File: src/hw/rtl/cfnp_pkg.sv
// ----------------------------------------------------------------------------
// cfnp_pkg: shared types and constants of the cascaded FIR pair
// Payload structs, cell control and data structs, and fixed arithmetic widths.
// ----------------------------------------------------------------------------
package cfnp_pkg;

  // Fixed arithmetic widths
  localparam int unsigned DATA_W     = 16;
  localparam int unsigned PROD_W     = 2 * DATA_W;
  localparam int unsigned ACC_W      = 40;
  localparam int unsigned Q_SHIFT    = 15;
  localparam int unsigned COEF_IDX_W = 6;

  // Command codes of an input transaction
  localparam logic CMD_SAMPLE = 1'b0;
  localparam logic CMD_COEF   = 1'b1;

  // Filter stage codes
  localparam logic STAGE_FIRST  = 1'b0;
  localparam logic STAGE_SECOND = 1'b1;

  typedef struct packed {
    logic                          cmd;
    logic signed [DATA_W-1:0]      sample_in;
    logic                          coef_stage;
    logic        [COEF_IDX_W-1:0]  coef_index;
    logic signed [DATA_W-1:0]      coef_value;
  } in_t;

  typedef struct packed {
    logic signed [DATA_W-1:0] sample_out;
    logic                     clipped;
  } out_t;

  // Control broadcast to every cell of the ring
  typedef struct packed {
    logic                     adv1;        // move line-one samples one cell on
    logic                     rot1;        // move stage-one coefficients one cell on
    logic                     adv2;        // move line-two samples one cell on
    logic                     rot2;        // move stage-two coefficients one cell on
    logic                     load;        // coefficient write to the selected cell
    logic                     load_stage;
    logic signed [DATA_W-1:0] coef_value;
  } cell_ctrl_t;

  // Contents handed from one cell to the next
  typedef struct packed {
    logic signed [DATA_W-1:0] sample1;
    logic signed [DATA_W-1:0] coef1;
    logic signed [DATA_W-1:0] sample2;
    logic signed [DATA_W-1:0] coef2;
  } cell_data_t;

endpackage

File: src/hw/rtl/cfnp_mac.sv
// ----------------------------------------------------------------------------
// cfnp_mac: shared multiply-accumulate unit
// Registered 16x16 product, 40-bit accumulator, Q1.15 scaling and saturation.
// ----------------------------------------------------------------------------
module cfnp_mac
  import cfnp_pkg::*;
(
  input  logic                     clk_i,
  input  logic                     rst_ni,
  input  logic                     clr_i,
  input  logic                     en_i,
  input  logic signed [DATA_W-1:0] coef_i,
  input  logic signed [DATA_W-1:0] sample_i,
  output logic signed [DATA_W-1:0] y_o,
  output logic                     sat_o
);

  localparam int unsigned TOP_LSB = Q_SHIFT + DATA_W - 1;

  logic signed [PROD_W-1:0] prod_q;
  logic                     prod_vld_q;
  logic        [ACC_W-1:0]  acc_q;
  logic        [ACC_W-1:TOP_LSB] top_bits;

  always_ff @(posedge clk_i) begin
    if (en_i) begin
      prod_q <= coef_i * sample_i;
    end
  end

  always_ff @(posedge clk_i or negedge rst_ni) begin
    if (!rst_ni) begin
      prod_vld_q <= 1'b0;
      acc_q      <= '0;
    end else begin
      prod_vld_q <= en_i;
      if (clr_i) begin
        acc_q <= '0;
      end else if (prod_vld_q) begin
        acc_q <= acc_q + {{(ACC_W-PROD_W){prod_q[PROD_W-1]}}, prod_q};
      end
    end
  end

  // Floor shift by Q_SHIFT; saturate when the result's sign bit and the bits above it disagree
  assign top_bits = acc_q[ACC_W-1:TOP_LSB];
  assign sat_o    = !((&top_bits) || !(|top_bits));

  always_comb begin
    if (!sat_o) begin
      y_o = acc_q[TOP_LSB:Q_SHIFT];
    end else if (acc_q[ACC_W-1]) begin
      y_o = {1'b1, {(DATA_W-1){1'b0}}};
    end else begin
      y_o = {1'b0, {(DATA_W-1){1'b1}}};
    end
  end

endmodule
File: config.mk
export PLATFORM = sky130hd
export DESIGN_NAME = cfnp_mac
export DESIGN_NICKNAME = d
export VERILOG_FILES = /design/src/hw/rtl/cfnp_pkg.sv /design/src/hw/rtl/cfnp_mac.sv
export SDC_FILE = /design/constraint.sdc
export NUM_CORES = 1
export LEC_CHECK = 0
export BUFFER_PORTS_ARGS = -buffer_cell sky130_fd_sc_hd__buf_2
export CORE_UTILIZATION = 59
export DETAILED_ROUTE_END_ITERATION = 10
export PLACE_DENSITY = 0.89
export SLEW_MARGIN = 20
export SYNTH_ARGS = -nofsm -noshare
export SYNTH_HDL_FRONTEND = slang
export SYNTH_SLANG_ARGS = --single-unit
File: constraint.sdc
create_clock -name clk_i -period 2.9 [get_ports clk_i]
set_input_delay 0.145 -clock clk_i [delete_from_list [all_inputs] [get_ports clk_i]]
set_output_delay 0.145 -clock clk_i [all_outputs]
set_load 0.005 [all_outputs]
# --- Word level (Yosys, flattened, before mapping) ---
# Cells that the tools add are included.
word_totals:
  reg_bits: 73
  out_inout_bits: 17
op_classes:
  add_sub_neg: 1
  mul: 1
  n_mux: 4
  reduce_logical: 6
ops:
  columns: ["cell", "n"]
  rows:
  - ["40-bit two-way mux", 2]
  - ["40-bit adder", 1]
  - ["16-bit by 16-bit multiplier with 32-bit output", 1]
  - ["16-bit two-way mux", 2]
  - ["10-bit AND reduction", 1]
  - ["10-bit OR reduction", 1]
  - ["1-bit zero test", 2]
  - ["2-bit nonzero test", 1]
  - ["1-bit logical OR", 1]

# --- Longest topological paths before layout ---
logic_depth:
  word_depth: 4
  depth_mapped: 24
  depth_no_buf: 22

# --- Least setup slack after synthesis ---
# Ideal clock, no wire load.
synth_path:
  path_kind: "input -> register"
  startpoint: "in coef_i[15]"
  endpoint: "reg prod_q[30], data pin"
  arrival_ps: 5927
  required_ps: 2642
  setup_slack_ps: -3284
  path_stages: 20
  cell_sequence: "clkbuf_1 nand2_1 inv_1 fa_1 fa_1 fa_1 fa_1 fa_1 inv_1 fa_1 inv_1 ha_1 and3_1 a221o_1 a211oi_2 a31oi_1 or4_1 a31o_1 a21oi_2 xnor2_1"
synth_via:
  elab_chain_len: 1
synth_lines:
  columns: ["element", "line", "source"]
  rows:
  - ["from (decl)", "cfnp_mac.sv:12", "input logic signed [DATA_W-1:0] coef_i,"]
  - ["16-bit by 16-bit multiplier with 32-bit output", "cfnp_mac.sv:27", "prod_q <= coef_i * sample_i;"]
  - ["to (signal assigned)", "cfnp_mac.sv:27", null]
  - ["to (decl)", "cfnp_mac.sv:20", "logic signed [PROD_W-1:0] prod_q;"]
# Every way passes these cells.
# A chain may end at the register's enable or synchronous reset.

# --- Worst setup path after layout ---
layout_path:
  startpoint: "in coef_i[0]"
  endpoint: "reg prod_q[31], data pin"
# The elaborated chain is that of the path after synthesis.

==> run_summary.xml <==
<?xml version="1.0" encoding="UTF-8"?>
<metrics>
  <group name="floorplan">
    <metric name="effective_utilization_at_floorplan" unit="">0.601</metric>
    <metric name="die-area" unit="mm^2">0.0253</metric>
    <metric name="chipWidth" unit="um">159</metric>
    <metric name="fp.coreArea" unit="mm^2">0.0242</metric>
    <metric name="rows" unit="">57</metric>
    <metric name="boundaryPins" unit="">53</metric>
    <metric name="die-height" unit="um">159</metric>
  </group>
  <group name="layout">
    <metric name="multi_input_comb_area" unit="mm^2">0.0125</metric>
    <metric name="most_common_cell_after_layout_fill_and_taps_aside" unit="">sky130_fd_sc_hd__inv_1</metric>
    <metric name="area_delta_synth_final" unit="%">29.9</metric>
    <metric name="seqCellArea" unit="mm^2">0.00199</metric>
    <metric name="fraction_of_final_layout_cells_with_drive_strength_greater_than_1" unit="">0.305</metric>
    <metric name="util_after_layout" unit="">0.780</metric>
    <metric name="most-common-layout-cells" unit="">sky130_fd_sc_hd__inv_1 (271), sky130_fd_sc_hd__fa_1 (226), sky130_fd_sc_hd__buf_4 (178)</metric>
    <metric name="final_std_cells_w_o_fill" unit="">2141</metric>
    <metric name="finalNetCount" unit="">2224</metric>
    <metric name="final.fill_count" unit="">1250</metric>
  </group>
  <group name="clock_tree">
    <metric name="tritoncts_clock_tree" unit="">done</metric>
    <metric name="clock_tree.buffer_depth" unit="">2</metric>
    <metric name="cts.root.buffer_cell" unit="">sky130_fd_sc_hd__clkbuf_16</metric>
    <metric name="htreeDepth" unit="">3</metric>
    <metric name="clock-sinks" unit="">73</metric>
    <metric name="clock_latency" unit="ps">370</metric>
    <metric name="cts_made_buffers" unit="">9</metric>
    <metric name="clk_pin_slew" unit="ps">90</metric>
  </group>
  <group name="timing">
    <metric name="worst_slew_pin_slew" unit="ps">841</metric>
    <metric name="fin_tns_setup" unit="ps">-81460</metric>
    <metric name="fmaxAchievable" unit="MHz">139</metric>
    <metric name="finalHoldViolations" unit="">0</metric>
    <metric name="grt_setup_unrepaired" unit="">yes</metric>
    <metric name="slew_viol_final" unit="">0</metric>
    <metric name="clock-skew-final" unit="ps">24.1</metric>
    <metric name="final_critical_path_setup_slack" unit="ps">-4280</metric>
    <metric name="whs" unit="ps">319</metric>
    <metric name="timing.final.setup_violations" unit="">45</metric>
    <metric name="finalWorstPathRequiredPeriod" unit="ps">7180</metric>
    <metric name="worst_slew_margin_rel" unit="">0.439</metric>
    <metric name="timing.final.crit_share" unit="">2.48</metric>
  </group>
  <group name="worst_setup_path">
    <metric name="worst_setup_path_startpoint" unit="">coef_i[0]</metric>
    <metric name="critical_path_peak_fanout" unit="">17</metric>
    <metric name="setup.worst_path.start_class" unit="">primary input</metric>
    <metric name="crit-reg2reg-launch" unit="">prod_q[12]</metric>
    <metric name="critPathArrivalTime" unit="ps">7280</metric>
    <metric name="r2r-end" unit="">acc_q[39]</metric>
    <metric name="timing.critical_path.to" unit="">prod_q[31]</metric>
    <metric name="crit_path_max_incr_delay" unit="ps">730</metric>
    <metric name="crit_top_cell" unit="">sky130_fd_sc_hd__inv_1</metric>
    <metric name="reg2regPathDepth" unit="">10</metric>
    <metric name="worst-r2r-setup-slack" unit="ps">-380</metric>
    <metric name="worstSetupEndpointType" unit="">flop</metric>
    <metric name="crit_path_cell_trace" unit="">buf_2, buf_4, and2_1, ha_1, inv_1, fa_1, inv_1, fa_2, fa_2, fa_1, inv_1, fa_1, inv_1, ha_1, a21o_1, a21o_1, a221oi_4, a21oi_4, o2111a_1, o41ai_2, o21bai_1, a21oi_2, xnor2_1</metric>
    <metric name="cpMaxStageDelayCell" unit="">sky130_fd_sc_hd__fa_1</metric>
    <metric name="crit_type" unit="">primary input to flop</metric>
    <metric name="worst_ep_required_time" unit="ps">3000</metric>
  </group>
  <group name="min_path">
    <metric name="holdCritPathClass" unit="">primary input to asynchronous set/reset pin</metric>
  </group>
  <group name="synthesis">
    <metric name="total_number_of_yosys_warnings" unit="">0</metric>
    <metric name="synth_flop_cell" unit="">sky130_fd_sc_hd__dfrtp_1</metric>
    <metric name="syn_inst" unit="">1557</metric>
    <metric name="post_synth_and_or_nand_nor_area_fraction" unit="">0.150</metric>
    <metric name="ys_top_cells_by_area" unit="">sky130_fd_sc_hd__fa_1 (36%), sky130_fd_sc_hd__ha_1 (10%), sky130_fd_sc_hd__inv_1 (8.0%)</metric>
    <metric name="synth_enable_flop_cells" unit="">32</metric>
    <metric name="netlist-cell-type-count" unit="">68</metric>
    <metric name="combinational_family_with_the_most_area_after_synthesis" unit="">adder cells</metric>
    <metric name="synth.mux.area_fraction" unit="">0.0158</metric>
    <metric name="yosys.area.top_type" unit="">sky130_fd_sc_hd__fa_1</metric>
    <metric name="synthAdderAreaFrac" unit="">0.465</metric>
    <metric name="synth-compound-area-share" unit="">0.0976</metric>
    <metric name="synth-seq-area-share" unit="">0.136</metric>
    <metric name="yosys_register_bits" unit="">73</metric>
    <metric name="syn_nets" unit="">1977</metric>
    <metric name="post_synth_xor_area_fraction" unit="">0.0403</metric>
    <metric name="synth_top_area_frac" unit="">0.361</metric>
    <metric name="syn_avg_cell_area" unit="um^2">9.36</metric>
    <metric name="synth_async_sr_flop_share" unit="">0.562</metric>
    <metric name="synth.cell_area" unit="mm^2">0.0146</metric>
  </group>
  <group name="global_routing">
    <metric name="grt-ovfl-total" unit="">0</metric>
    <metric name="grt_pass1_vias" unit="">14900</metric>
    <metric name="grt_antenna_before_repair" unit="">10</metric>
    <metric name="grt_pass1_wl" unit="um">75900</metric>
    <metric name="grt_util_all_layers" unit="">0.387</metric>
    <metric name="maximum_number_of_pins_on_one_net_before_global_route_repair" unit="">43</metric>
  </group>
  <group name="placement">
    <metric name="io_buffer_count" unit="">52</metric>
    <metric name="post-dp-hpwl" unit="um">32800</metric>
    <metric name="dpl.cell_count" unit="">2076</metric>
    <metric name="place_congestion" unit="">0.928</metric>
  </group>
  <group name="drt">
    <metric name="via_count" unit="">14700</metric>
    <metric name="viasPerCell" unit="">6.85</metric>
    <metric name="detail_route.wirelength" unit="um">62700</metric>
    <metric name="detailedRoute.firstPassIterationCount" unit="">10</metric>
    <metric name="drcViolationCount" unit="">0</metric>
    <metric name="wl_per_cell" unit="um">29.3</metric>
    <metric name="drt_first_iter_violations" unit="">2180</metric>
    <metric name="antenna_left" unit="">0</metric>
  </group>
  <group name="status">
    <metric name="outcome" unit="">complete, but fails checks</metric>
    <metric name="violations" unit="">negative setup slack</metric>
  </group>
  <group name="run">
    <metric name="cap_viol_max_count" unit="">0</metric>
  </group>
</metrics>
[synth_stat cells (3+ instances only)]
| cell | instances |
|---|---|
| sky130_fd_sc_hd__inv_1 | 312 |
| sky130_fd_sc_hd__fa_1 | 263 |
| sky130_fd_sc_hd__nand2_1 | 147 |
| sky130_fd_sc_hd__and2_1 | 129 |
| sky130_fd_sc_hd__ha_1 | 121 |
| sky130_fd_sc_hd__nor2_1 | 74 |
| sky130_fd_sc_hd__xnor2_1 | 47 |
| sky130_fd_sc_hd__clkbuf_1 | 46 |
| sky130_fd_sc_hd__a21oi_1 | 45 |
| sky130_fd_sc_hd__o21ai_0 | 42 |
| sky130_fd_sc_hd__dfrtp_1 | 41 |
| sky130_fd_sc_hd__a21o_1 | 35 |
| sky130_fd_sc_hd__edfxtp_1 | 32 |
| sky130_fd_sc_hd__mux2i_1 | 23 |
| sky130_fd_sc_hd__xor2_1 | 20 |
| sky130_fd_sc_hd__nand2b_1 | 16 |
| sky130_fd_sc_hd__o21bai_1 | 13 |
| sky130_fd_sc_hd__and3_1 | 12 |
| sky130_fd_sc_hd__nor3_1 | 12 |
| sky130_fd_sc_hd__nand3_1 | 11 |
| sky130_fd_sc_hd__nand4_1 | 11 |
| sky130_fd_sc_hd__a31oi_1 | 8 |
| sky130_fd_sc_hd__nor4_1 | 8 |
| sky130_fd_sc_hd__o21ai_1 | 8 |
| sky130_fd_sc_hd__a211oi_1 | 6 |
| sky130_fd_sc_hd__o21a_1 | 6 |
| sky130_fd_sc_hd__a221oi_1 | 4 |
| sky130_fd_sc_hd__nor2b_1 | 4 |
| sky130_fd_sc_hd__o22ai_1 | 4 |
| sky130_fd_sc_hd__o31ai_1 | 4 |
| sky130_fd_sc_hd__buf_2 | 3 |
| sky130_fd_sc_hd__o2111a_1 | 3 |
| sky130_fd_sc_hd__or4_1 | 3 |
[final cells by class]
class,instances,share of cell area
clock buffers,9,0.0119
diodes,8,0.00106
multi-input cells,1122,0.660
inverters,312,0.0620
flip-flops and latches,73,0.105
well taps,324,0.0214
repair buffers,286,0.135
clock inverters,7,0.00331
[metal layers]
metal / GRT usage / routed length (um) / vias to the layer above
met2: 0.653 / 27100 / 1636
li1: - / - / 5419
met4: 0.308 / 8050 / 12
met1: 0.415 / 18300 / 6842
met3: 0.101 / 8940 / 756
met5: 0 / 207 / -
[flip-flops by register name, summed over array words and instances, names as in the netlist]
signal      flops
prod_vld_q      1
acc_q          40
prod_q         32
[cell families (layout without fill, tap and decap cells)]
kind of cell | Yosys count | count (layout)
AO/OA/AOI/OAI | 209 | 209
buffers and inverters | 362 | 614
AND/OR/NAND/NOR | 439 | 439
adder cells (fa/ha/maj) | 384 | 384
XOR/XNOR | 67 | 67
multiplexers | 23 | 23
flip-flops | 73 | 73
other | 0 | 8
[how the worst min path moves through the flow]
| stage | startpoint | end | slack (ps) |
|---|---|---|---|
| 6_report | rst_ni | acc_q[13] | 320 |
| 5_1_grt | en_i | prod_vld_q | 330 |
| 4_1_cts | en_i | prod_vld_q | 310 |
| 3_5_place_dp | rst_ni | acc_q[2] | 360 |
| 3_3_place_gp | rst_ni | acc_q[2] | 350 |
| 2_1_floorplan | rst_ni | acc_q[0] | -150 |
[worst max-delay path, delay by kind of cell]
family	cells	cell delay [ps]
AOI/OAI and AO/OA	8	1910
xor gates and xnor gates	1	100
adders and majority gates	7	3670
buffers and inverters	6	1180
and+or+nand+nor	1	230
[timing repair]
action | CTS | global route
setup endpoints to repair | 37 | 44
endpoints found under the hold margin | 11 | 0
hold buffers | 1 | 0
gates resized for setup | 182 | 175
gates cloned | 0 | 2
setup buffers | 25 | 21
pin swaps | 76 | 81
[stage by stage]
step                      cell area [um^2]  setup slack [ps]
after global placement               16900             -3100
after global routing                 18900             -4350
after CTS                            18000             -2780
final                                18900             -4280
after detailed placement             16900             -3300
after floorplan                      15000             -2910
Power is not shown: default switching activity piles up to over one toggle a cycle in this logic, so the estimate is an artifact.
