--- config.mk ---
export PLATFORM = sky130hd
export DESIGN_NAME = cfnp_cell
export DESIGN_NICKNAME = d
export VERILOG_FILES = /design/src/hw/rtl/cfnp_pkg.sv /design/src/hw/rtl/cfnp_cell.sv
export SDC_FILE = /design/constraint.sdc
export NUM_CORES = 1
export LEC_CHECK = 0
export ABC_AREA = 1
export BUFFER_PORTS_ARGS = -buffer_cell sky130_fd_sc_hd__buf_2
export CAP_MARGIN = 20
export CORE_ASPECT_RATIO = 1.5
export CORE_MARGIN = 1
export CORE_UTILIZATION = 28
export DETAILED_ROUTE_END_ITERATION = 16
export GPL_TIMING_DRIVEN = 0
export PLACE_DENSITY = 0.56
export REMOVE_ABC_BUFFERS = 1
export SLEW_MARGIN = 20
export SYNTH_ARGS = -nofsm -noshare
export SYNTH_HDL_FRONTEND = slang
export SYNTH_SLANG_ARGS = --single-unit
--- constraint.sdc ---
create_clock -name clk_i -period 0.8 [get_ports clk_i]
set_input_delay 0.12 -clock clk_i [delete_from_list [all_inputs] [get_ports clk_i]]
set_output_delay 0.12 -clock clk_i [all_outputs]
set_load 0.02 [all_outputs]
--- src/hw/rtl/cfnp_pkg.sv ---
// ----------------------------------------------------------------------------
// cfnp_pkg: shared types and constants of the cascaded FIR pair
// Payload structs, cell control and data structs, and fixed arithmetic widths.
// ----------------------------------------------------------------------------
package cfnp_pkg;

  // Fixed arithmetic widths
  localparam int unsigned DATA_W     = 16;
  localparam int unsigned PROD_W     = 2 * DATA_W;
  localparam int unsigned ACC_W      = 40;
  localparam int unsigned Q_SHIFT    = 15;
  localparam int unsigned COEF_IDX_W = 6;

  // Command codes of an input transaction
  localparam logic CMD_SAMPLE = 1'b0;
  localparam logic CMD_COEF   = 1'b1;

  // Filter stage codes
  localparam logic STAGE_FIRST  = 1'b0;
  localparam logic STAGE_SECOND = 1'b1;

  typedef struct packed {
    logic                          cmd;
    logic signed [DATA_W-1:0]      sample_in;
    logic                          coef_stage;
    logic        [COEF_IDX_W-1:0]  coef_index;
    logic signed [DATA_W-1:0]      coef_value;
  } in_t;

  typedef struct packed {
    logic signed [DATA_W-1:0] sample_out;
    logic                     clipped;
  } out_t;

  // Control broadcast to every cell of the ring
  typedef struct packed {
    logic                     adv1;        // move line-one samples one cell on
    logic                     rot1;        // move stage-one coefficients one cell on
    logic                     adv2;        // move line-two samples one cell on
    logic                     rot2;        // move stage-two coefficients one cell on
    logic                     load;        // coefficient write to the selected cell
    logic                     load_stage;
    logic signed [DATA_W-1:0] coef_value;
  } cell_ctrl_t;

  // Contents handed from one cell to the next
  typedef struct packed {
    logic signed [DATA_W-1:0] sample1;
    logic signed [DATA_W-1:0] coef1;
    logic signed [DATA_W-1:0] sample2;
    logic signed [DATA_W-1:0] coef2;
  } cell_data_t;

endpackage

--- src/hw/rtl/cfnp_cell.sv ---
// ----------------------------------------------------------------------------
// cfnp_cell: one tap cell of the cascaded FIR ring
// Holds one sample and one coefficient of each stage; hands them on when told.
// ----------------------------------------------------------------------------
module cfnp_cell
  import cfnp_pkg::*;
(
  input  logic       clk_i,
  input  logic       rst_ni,
  input  cell_ctrl_t ctrl_i,
  input  logic       sel_i,
  input  cell_data_t data_i,
  output cell_data_t data_o
);

  logic signed [DATA_W-1:0] sample1_q, sample2_q;
  logic signed [DATA_W-1:0] coef1_q, coef2_q;

  // Delay-line samples clear at reset
  always_ff @(posedge clk_i or negedge rst_ni) begin
    if (!rst_ni) begin
      sample1_q <= '0;
      sample2_q <= '0;
    end else begin
      if (ctrl_i.adv1) begin
        sample1_q <= data_i.sample1;
      end
      if (ctrl_i.adv2) begin
        sample2_q <= data_i.sample2;
      end
    end
  end

  // Coefficients are undefined until loaded
  always_ff @(posedge clk_i) begin
    if (ctrl_i.load && sel_i && ctrl_i.load_stage == STAGE_FIRST) begin
      coef1_q <= ctrl_i.coef_value;
    end else if (ctrl_i.rot1) begin
      coef1_q <= data_i.coef1;
    end
    if (ctrl_i.load && sel_i && ctrl_i.load_stage == STAGE_SECOND) begin
      coef2_q <= ctrl_i.coef_value;
    end else if (ctrl_i.rot2) begin
      coef2_q <= data_i.coef2;
    end
  end

  assign data_o.sample1 = sample1_q;
  assign data_o.coef1   = coef1_q;
  assign data_o.sample2 = sample2_q;
  assign data_o.coef2   = coef2_q;

endmodule

== Yosys cells after proc, flatten, opt, wreduce, memory -nomap -nowiden ==
Cells that the tools add are included.

* $mul: 0
* Reduce and logical (&&, ||, !) cells: 5
* Bitwise logic cells: 1
* Mux-type cells: 4
* Div/mod/pow operators: 0
* Equal/unequal tests: 0
* $lt $le $gt $ge: 0
* Shift operators: 0
* Add/subtract/negate cells: 0

{| class="wikitable"
|+ Operators with widths
! kind !! count
|-
| 2-to-1 mux 16 bit || 4
|-
| nonzero test 2 bit || 2
|-
| logical AND 1 bit || 3
|-
| NOT 1 bit || 1
|}

* Bits of input ports: 89
* Register bits after elaboration: 64
* Logic and storage cells: 14
* Bits in latches: 0
* Output and inout bits: 64
* Bits in writable memories: 0
* Bits in read-only memories: 0
* Memories: 0

== Longest topological paths before layout ==
Gate-level depths: netlist of run 1.

* Depth after elaboration: 3
* Mapped depth: 6
* Mapped depth without buffers: 4

== Worst setup path after synthesis of run 1 ==
OpenSTA, ideal clock, no wires.

* Path kind: input -> register
* Start point: in ctrl_i[16] (netlist name)
* End point: reg coef1_q[0], enable pin
* Cell stages on the path: 5
* Required time: 428 ps
* Data arrival time: 918 ps
* Slack: -490 ps
* Path buffers: 2
* Setup time: 372 ps
* Cell sequence: buf_6 -> inv_6 -> nand3_4 -> buf_6 -> nand2_1

* Word-level cells in the longest chain between the ends: 3

{| class="wikitable"
|+ Ends and longest elaborated chain
! element !! line !! RTL
|-
| start: declaration || cfnp_cell.sv:10 || <nowiki>input cell_ctrl_t ctrl_i,</nowiki>
|-
| NOT 1 bit || cfnp_cell.sv:36 || <nowiki>if (ctrl_i.load && sel_i && ctrl_i.load_stage == STAGE_FIRST) begin</nowiki>
|-
| logical AND 1 bit || cfnp_cell.sv:36 ||
|-
| nonzero test 2 bit (no source line) || - ||
|-
| end signal: assignment || cfnp_cell.sv:37 || <nowiki>coef1_q <= ctrl_i.coef_value;</nowiki>
|-
| end signal: assignment || cfnp_cell.sv:39 || <nowiki>coef1_q <= data_i.coef1;</nowiki>
|-
| end: declaration || cfnp_cell.sv:17 || <nowiki>logic signed [DATA_W-1:0] coef1_q, coef2_q;</nowiki>
|}

No other way between the ends.
A chain may end at the register's enable or synchronous reset.

== Worst setup path in the final report of run 1 ==
* Start point: reg coef1_q[11]
* End point: out data_o[43] (netlist name)

{| class="wikitable"
|+ RTL lines
! element !! line !! RTL
|-
| end: declaration || cfnp_cell.sv:13 || <nowiki>output cell_data_t data_o</nowiki>
|}

No word-level cell between the ends.

==> qor.txt, run 1 <==
Outcome: complete, but fails checks
Violated checks: hold timing, setup timing
P_leak: 2.29 nW
RSZ-0062 raised after global routing: true
Leading area contributor after synthesis: edfxtp_1
Post-Layout Cell Count: 572
Clock-pin slew on the worst setup and hold paths: 50 ps
CP Cell Sequence: buf_6
# IOs: 153
Die width: 83.4 microns
Final GP Congestion: 0.713
Flops & latches, synth: 64
Fin area: 0.00457 sq mm
YS warnings: 0
Setup_tns: -10380 ps
Switch share: 0.253
Initial Utilization: 0.287
PD cells: 2220 mW/mm^2
Core area: 0.00969 sq mm
Min Hold Slack: -154 ps
CTS Root Cell: clkbuf_16
Detail Placement HPWL: 5410 microns
Delay-heaviest family, CP: flip-flops
Worst skew pair latency: 320 ps
Comb pwr share: 0.197
CTS buffer count: 9
Worst path depth: 1
Min Tclk post-route: 997 ps
Die Y: 124 microns
CP Class: register to primary output
Synth Cell Area: 0.00278 sq mm
GRT overflow: 0
IO Port Bufs: 152
Vias post-DR: 2530
Synth top area share: 0.346
DRC errors left: 0
Worst-Margin Slew: 700 ps
Vias in the first global route: 2418
Detailed Route Iter0 Violations: 55
Die area: 0.0103 sq mm
FF+latch area: 0.00176 sq mm
Hold WC Path Type: input pin to asynchronous set/reset pin
# rows: 44
Buffers & Inverters on Critical Path: 1
Deepest clock path buffer count: 2
Number of diodes: 0
Area growth syn-to-layout: 64.2%
Sequential element share of the synthesized area: 0.634
Worst clock skew: 0 ps
Reg power frac: 0.395
Count of cell types in the netlist: 12
Worst Path Required: 680 ps
Post-route ant nets: 0
Cts hold-fix bufs: 7
Inst Count DP: 530
Net count, final: 541
Cell count after synthesis: 282
Internal power: 0.00759 W
DP Area: 0.00357 sq mm
Power Total: 0.0102 W
H-tree depth: 3
Critical Path Source Type: register
Max Fanout on Critical Path: 1
Footprint of the multi-input gates: 811 sq um
Share of cells above drive strength 1: 0.425
Initial antenna violation count: 0
Routed wire length per instance: 13.3 microns
Largest net degree at the start of global routing: 35
Final count of pins violating max slew: 0
Period utilization: 1.25
Via/cell ratio: 4.42
Routed WL: 7600 microns
Gr usage total: 0.149
Fillers: 911
CP max stage delay: 410 ps
Sw Pwr: 0.00257 W
FF-to-FF path depth: 3
Worst setup margin: -197 ps
Syn Area/Cell: 9.86 sq um
Critical Path AT: 880 ps
Synth top area cells: edfxtp_1 35%, dfrtp_1 29%, nand2_1 13%, nand4_1 7.2%, o21ai_0 5.8%
Slew margin rel.: 0.534
CTS tree: built
Achievable Freq: 1000 MHz
DRT Pass-1 Iters: 4
Clock power share: 0.408
# setup viols final: 64
First-pass GRT wire length: 11700 microns
Max cap viols: 0
Num Clock Sinks: 64
Reg2reg start: sample2_q[15]
CP Capture Type: primary output
Flop2flop setup slack: 30 ps
Layout Utilization: 0.471
R2R Path End: sample2_q[15]
Final Hold Viols: 32
Critical path's slowest cell: edfxtp_1
Peak VDD IR: 1270 uV
==> per-stage QoR <==
step                      hold WS (ps)  setup WS [ps]
after floorplan                   -176           -331
after global placement             204          -1110
after detailed placement           208          -1180
after CTS                         -140           -226
after global routing             -97.5           -229
final                             -154           -197
==> Yosys cell counts, drive strengths merged <==
cell type  number
nand2          98
buf            17
dfrtp          32
inv            35
edfxtp         32
nand3           2
o21ai          32
nand4          32
clkbuf          2
==> power by group through the flow <==
stage	Sequential [W]	Clock [W]	Combinational, W
floorplan	0.00443	0	0.000287
global placement	0.00399	0	0.00146
detailed placement	0.00401	0	0.00148
CTS	0.00400	0.00426	0.00183
global route	0.00405	0.00440	0.00217
finish	0.00402	0.00414	0.00200
==> cells in the final DEF (no fill, tap or decap), types with 5 or more instances in the layout <==
cell            n
nand4_1        32
buf_6          63
buf_2          88
nand2_1        96
o21ai_1         5
clkbuf_16      11
inv_1          32
buf_4          17
dlygate4sd3_1   7
edfxtp_1       32
o21ai_0        26
dfrtp_1        32
==> final cells by class <==
class	instances	area share
Inverter	35	0.0299
Multi-Input combinational cell	165	0.178
Timing Repair Buffer	177	0.304
Sequential cell	64	0.386
Clock inverter	4	0.0101
Tap cell	115	0.0315
Clock buffer	12	0.0611
==> state kept, by name (all words and copies together), names as in the netlist <==
| name | flops |
|---|---|
| coef1_q | 16 |
| coef2_q | 16 |
| sample1_q | 16 |
| sample2_q | 16 |
==> logic make-up (layout without fill, tap and decap cells) <==
| kind of cell | Yosys count | count (layout) | synth area share |
|---|---|---|---|
| compound gates | 32 | 32 | 0.0576 |
| simple gates | 132 | 133 | 0.217 |
| buf+inv | 54 | 228 | 0.0918 |
| flops | 64 | 64 | 0.634 |
==> timing repair <==
item / 4_1_cts / 5_1_grt
cloned: 1 / 0
gates resized for setup: 97 / 45
endpoints found under the hold margin: 39 / 32
buffers inserted: 9 / 10
endpoints found under the setup margin: 128 / 65
pin swaps: 2 / 0
==> routing by layer <==
layer,global-route usage,wire length (microns)
met1,0.168,3040
met2,0.261,3920
met3,0.0524,585
met4,0.0582,48
met5,0,0
==> worst max-delay path by stage <==
stage / start / to / slack, ps
after detailed placement: sel_i / coef1_q[3] / -1180
final: coef1_q[11] / data_o[43] / -200
after global routing: coef1_q[11] / data_o[43] / -230
after global placement: sel_i / coef1_q[7] / -1110
after floorplan: ctrl_i[16] / coef1_q[0] / -330
after CTS: coef1_q[11] / data_o[43] / -230
Power figures use the tool's default switching activity.
==> run 2: changes to the inputs <==
- CELL_PAD_IN_SITES_DETAIL_PLACEMENT: unset -> 0
- CELL_PAD_IN_SITES_GLOBAL_PLACEMENT: unset -> 1
- PLACE_DENSITY: 0.56 -> 0.73
==> run 2 against run 1 <==
  * The run still ends with hold timing, setup timing left
  * Non-clock buffer count fell by 1
  * Worst setup slack got worse by 2.9 ps
  * First-iteration DRC count rose by 27%
  * Clock power fell by 7.7%
  * Count of clock-buffer cells in the layout did not move
  * Flip-flop and latch count did not move
  * Wire length fell by 4.6%
  * Register-to-register slack barely moved
  * Die area did not move
  * Via count did not move
  * Critical endpoint is now data_o[45]
  * Largest cell class unchanged
==> qor.txt, run 2 (synthesis results as in run 1) <==
CTS tree: built
Commonest non-fill, non-tap cells in the layout: 96 x nand2_1, 93 x buf_2, 57 x buf_6, 33 x inv_1
CP Capture Type: primary output
Internal power: 0.00725 W
CP max stage delay: 400 ps
Max cap viols: 0
Clock power share: 0.390
Power Total: 0.00978 W
Initial Utilization: 0.287
Deepest clock path buffer count: 2
Post-route ant nets: 0
Most common cell after layout, fill and taps aside: nand2_1
Slew margin rel.: 0.532
Period utilization: 1.25
Number of diodes: 0
Critical path's slowest cell: edfxtp_1
Delay-heaviest family, CP: flip-flops
Clock-pin slew on the worst setup and hold paths: 50 ps
Comb pwr share: 0.199
DP Area: 0.00357 sq mm
RSZ-0062 raised after global routing: true
Violated checks: hold timing, setup timing
Detail Placement HPWL: 5210 microns
FF+latch area: 0.00176 sq mm
Vias in the first global route: 2463
Worst skew pair latency: 320 ps
Die width: 83.4 microns
Die area: 0.0103 sq mm
Buffers & Inverters on Critical Path: 1
Num Clock Sinks: 64
Sw Pwr: 0.00253 W
Initial antenna violation count: 0
Critical Path AT: 880 ps
# rows: 44
# IOs: 153
Reg power frac: 0.411
PD cells: 2180 mW/mm^2
CP Class: register to primary output
Max Fanout on Critical Path: 1
CTS Root Cell: clkbuf_16
Worst clock skew: 0 ps
Fin area: 0.00449 sq mm
Achievable Freq: 1000 MHz
FF-to-FF path depth: 3
H-tree depth: 3
Peak VDD IR: 1130 uV
CTS buffer count: 9
Min Hold Slack: -162 ps
Switch share: 0.259
Routed WL: 7250 microns
Final count of pins violating max slew: 0
Footprint of the multi-input gates: 800 sq um
CP Cell Sequence: buf_6
Outcome: complete, but fails checks
P_leak: 2.25 nW
Gr usage total: 0.144
Cts hold-fix bufs: 10
Routed wire length per instance: 12.7 microns
GRT overflow: 0
Via/cell ratio: 4.44
Share of cells above drive strength 1: 0.411
Worst setup margin: -200 ps
Vias post-DR: 2530
Worst Path Required: 680 ps
Detailed Route Iter0 Violations: 70
Area growth syn-to-layout: 61.5%
Final Hold Viols: 32
First-pass GRT wire length: 11400 microns
DRC errors left: 0
Final GP Congestion: 0.717
Die Y: 124 microns
DRT Pass-1 Iters: 4
# setup viols final: 64
Min Tclk post-route: 1000 ps
Core area: 0.00969 sq mm
Largest net degree at the start of global routing: 35
Fillers: 944
Critical Path Source Type: register
Flop2flop setup slack: 40 ps
IO Port Bufs: 152
Worst-Margin Slew: 702 ps
R2R Path End: sample2_q[13]
Net count, final: 539
Reg2reg start: sample2_q[13]
Hold WC Path Type: input pin to asynchronous set/reset pin
-- run 2: worst max-delay path by stage --
stage           startpoint  cells past startpoint    endpoint  slack (ps)
2_1_floorplan   ctrl_i[16]                      3  coef1_q[0]        -330
5_1_grt         coef2_q[9]                      1   data_o[9]        -230
3_3_place_gp         sel_i                      3  coef2_q[3]       -1170
6_report       coef1_q[13]                      1  data_o[45]        -200
3_5_place_dp         sel_i                      3  coef2_q[3]       -1180
4_1_cts        coef1_q[13]                      1  data_o[45]        -220
-- run 2: layer usage --
| layer | wire, microns | GRT usage | up-vias |
|---|---|---|---|
| met2 | 3900 | 0.254 | 101 |
| li1 | - | - | 1270 |
| met3 | 419 | 0.0391 | 13 |
| met1 | 2760 | 0.155 | 1146 |
| met4 | 178 | 0.0830 | 0 |
| met5 | 0 | 0 | - |
-- run 2: timing repair --
action                     CTS  global route
hold endpoints to repair    42            32
buffers inserted            10             5
setup endpoints to repair  128            76
gates resized for setup    102            30
pin swaps                    2             0
-- run 2: stage by stage --
step	TNS [ps]	utilization	worst slack (ps)	hold WS, ps	cells
after CTS	-12040	0.452	-225	-147	566
after floorplan	-9070	-	-331	-176	263
after global placement	-55460	0.368	-1170	208	530
after detailed placement	-56400	0.368	-1180	212	530
final	-11110	0.463	-200	-162	570
after global routing	-12910	0.463	-231	-111	570
-- run 2: final cells by class --
| class | count | area share |
|---|---|---|
| clock inverters | 4 | 0.0100 |
| multi-input cells | 164 | 0.178 |
| clock buffers | 12 | 0.0549 |
| flip-flops and latches | 64 | 0.392 |
| inverters | 35 | 0.0309 |
| repair buffers | 176 | 0.302 |
| well taps | 115 | 0.0320 |
-- run 2: power by group through the flow --
stage | Combinational (W) | Sequential [W] | Clock (W)
6_report | 0.00195 | 0.00402 | 0.00382
5_1_grt | 0.00211 | 0.00405 | 0.00402
4_1_cts | 0.00185 | 0.00400 | 0.00392
3_5_place_dp | 0.00148 | 0.00401 | 0
3_3_place_gp | 0.00147 | 0.00399 | 0
2_1_floorplan | 0.000287 | 0.00443 | 0
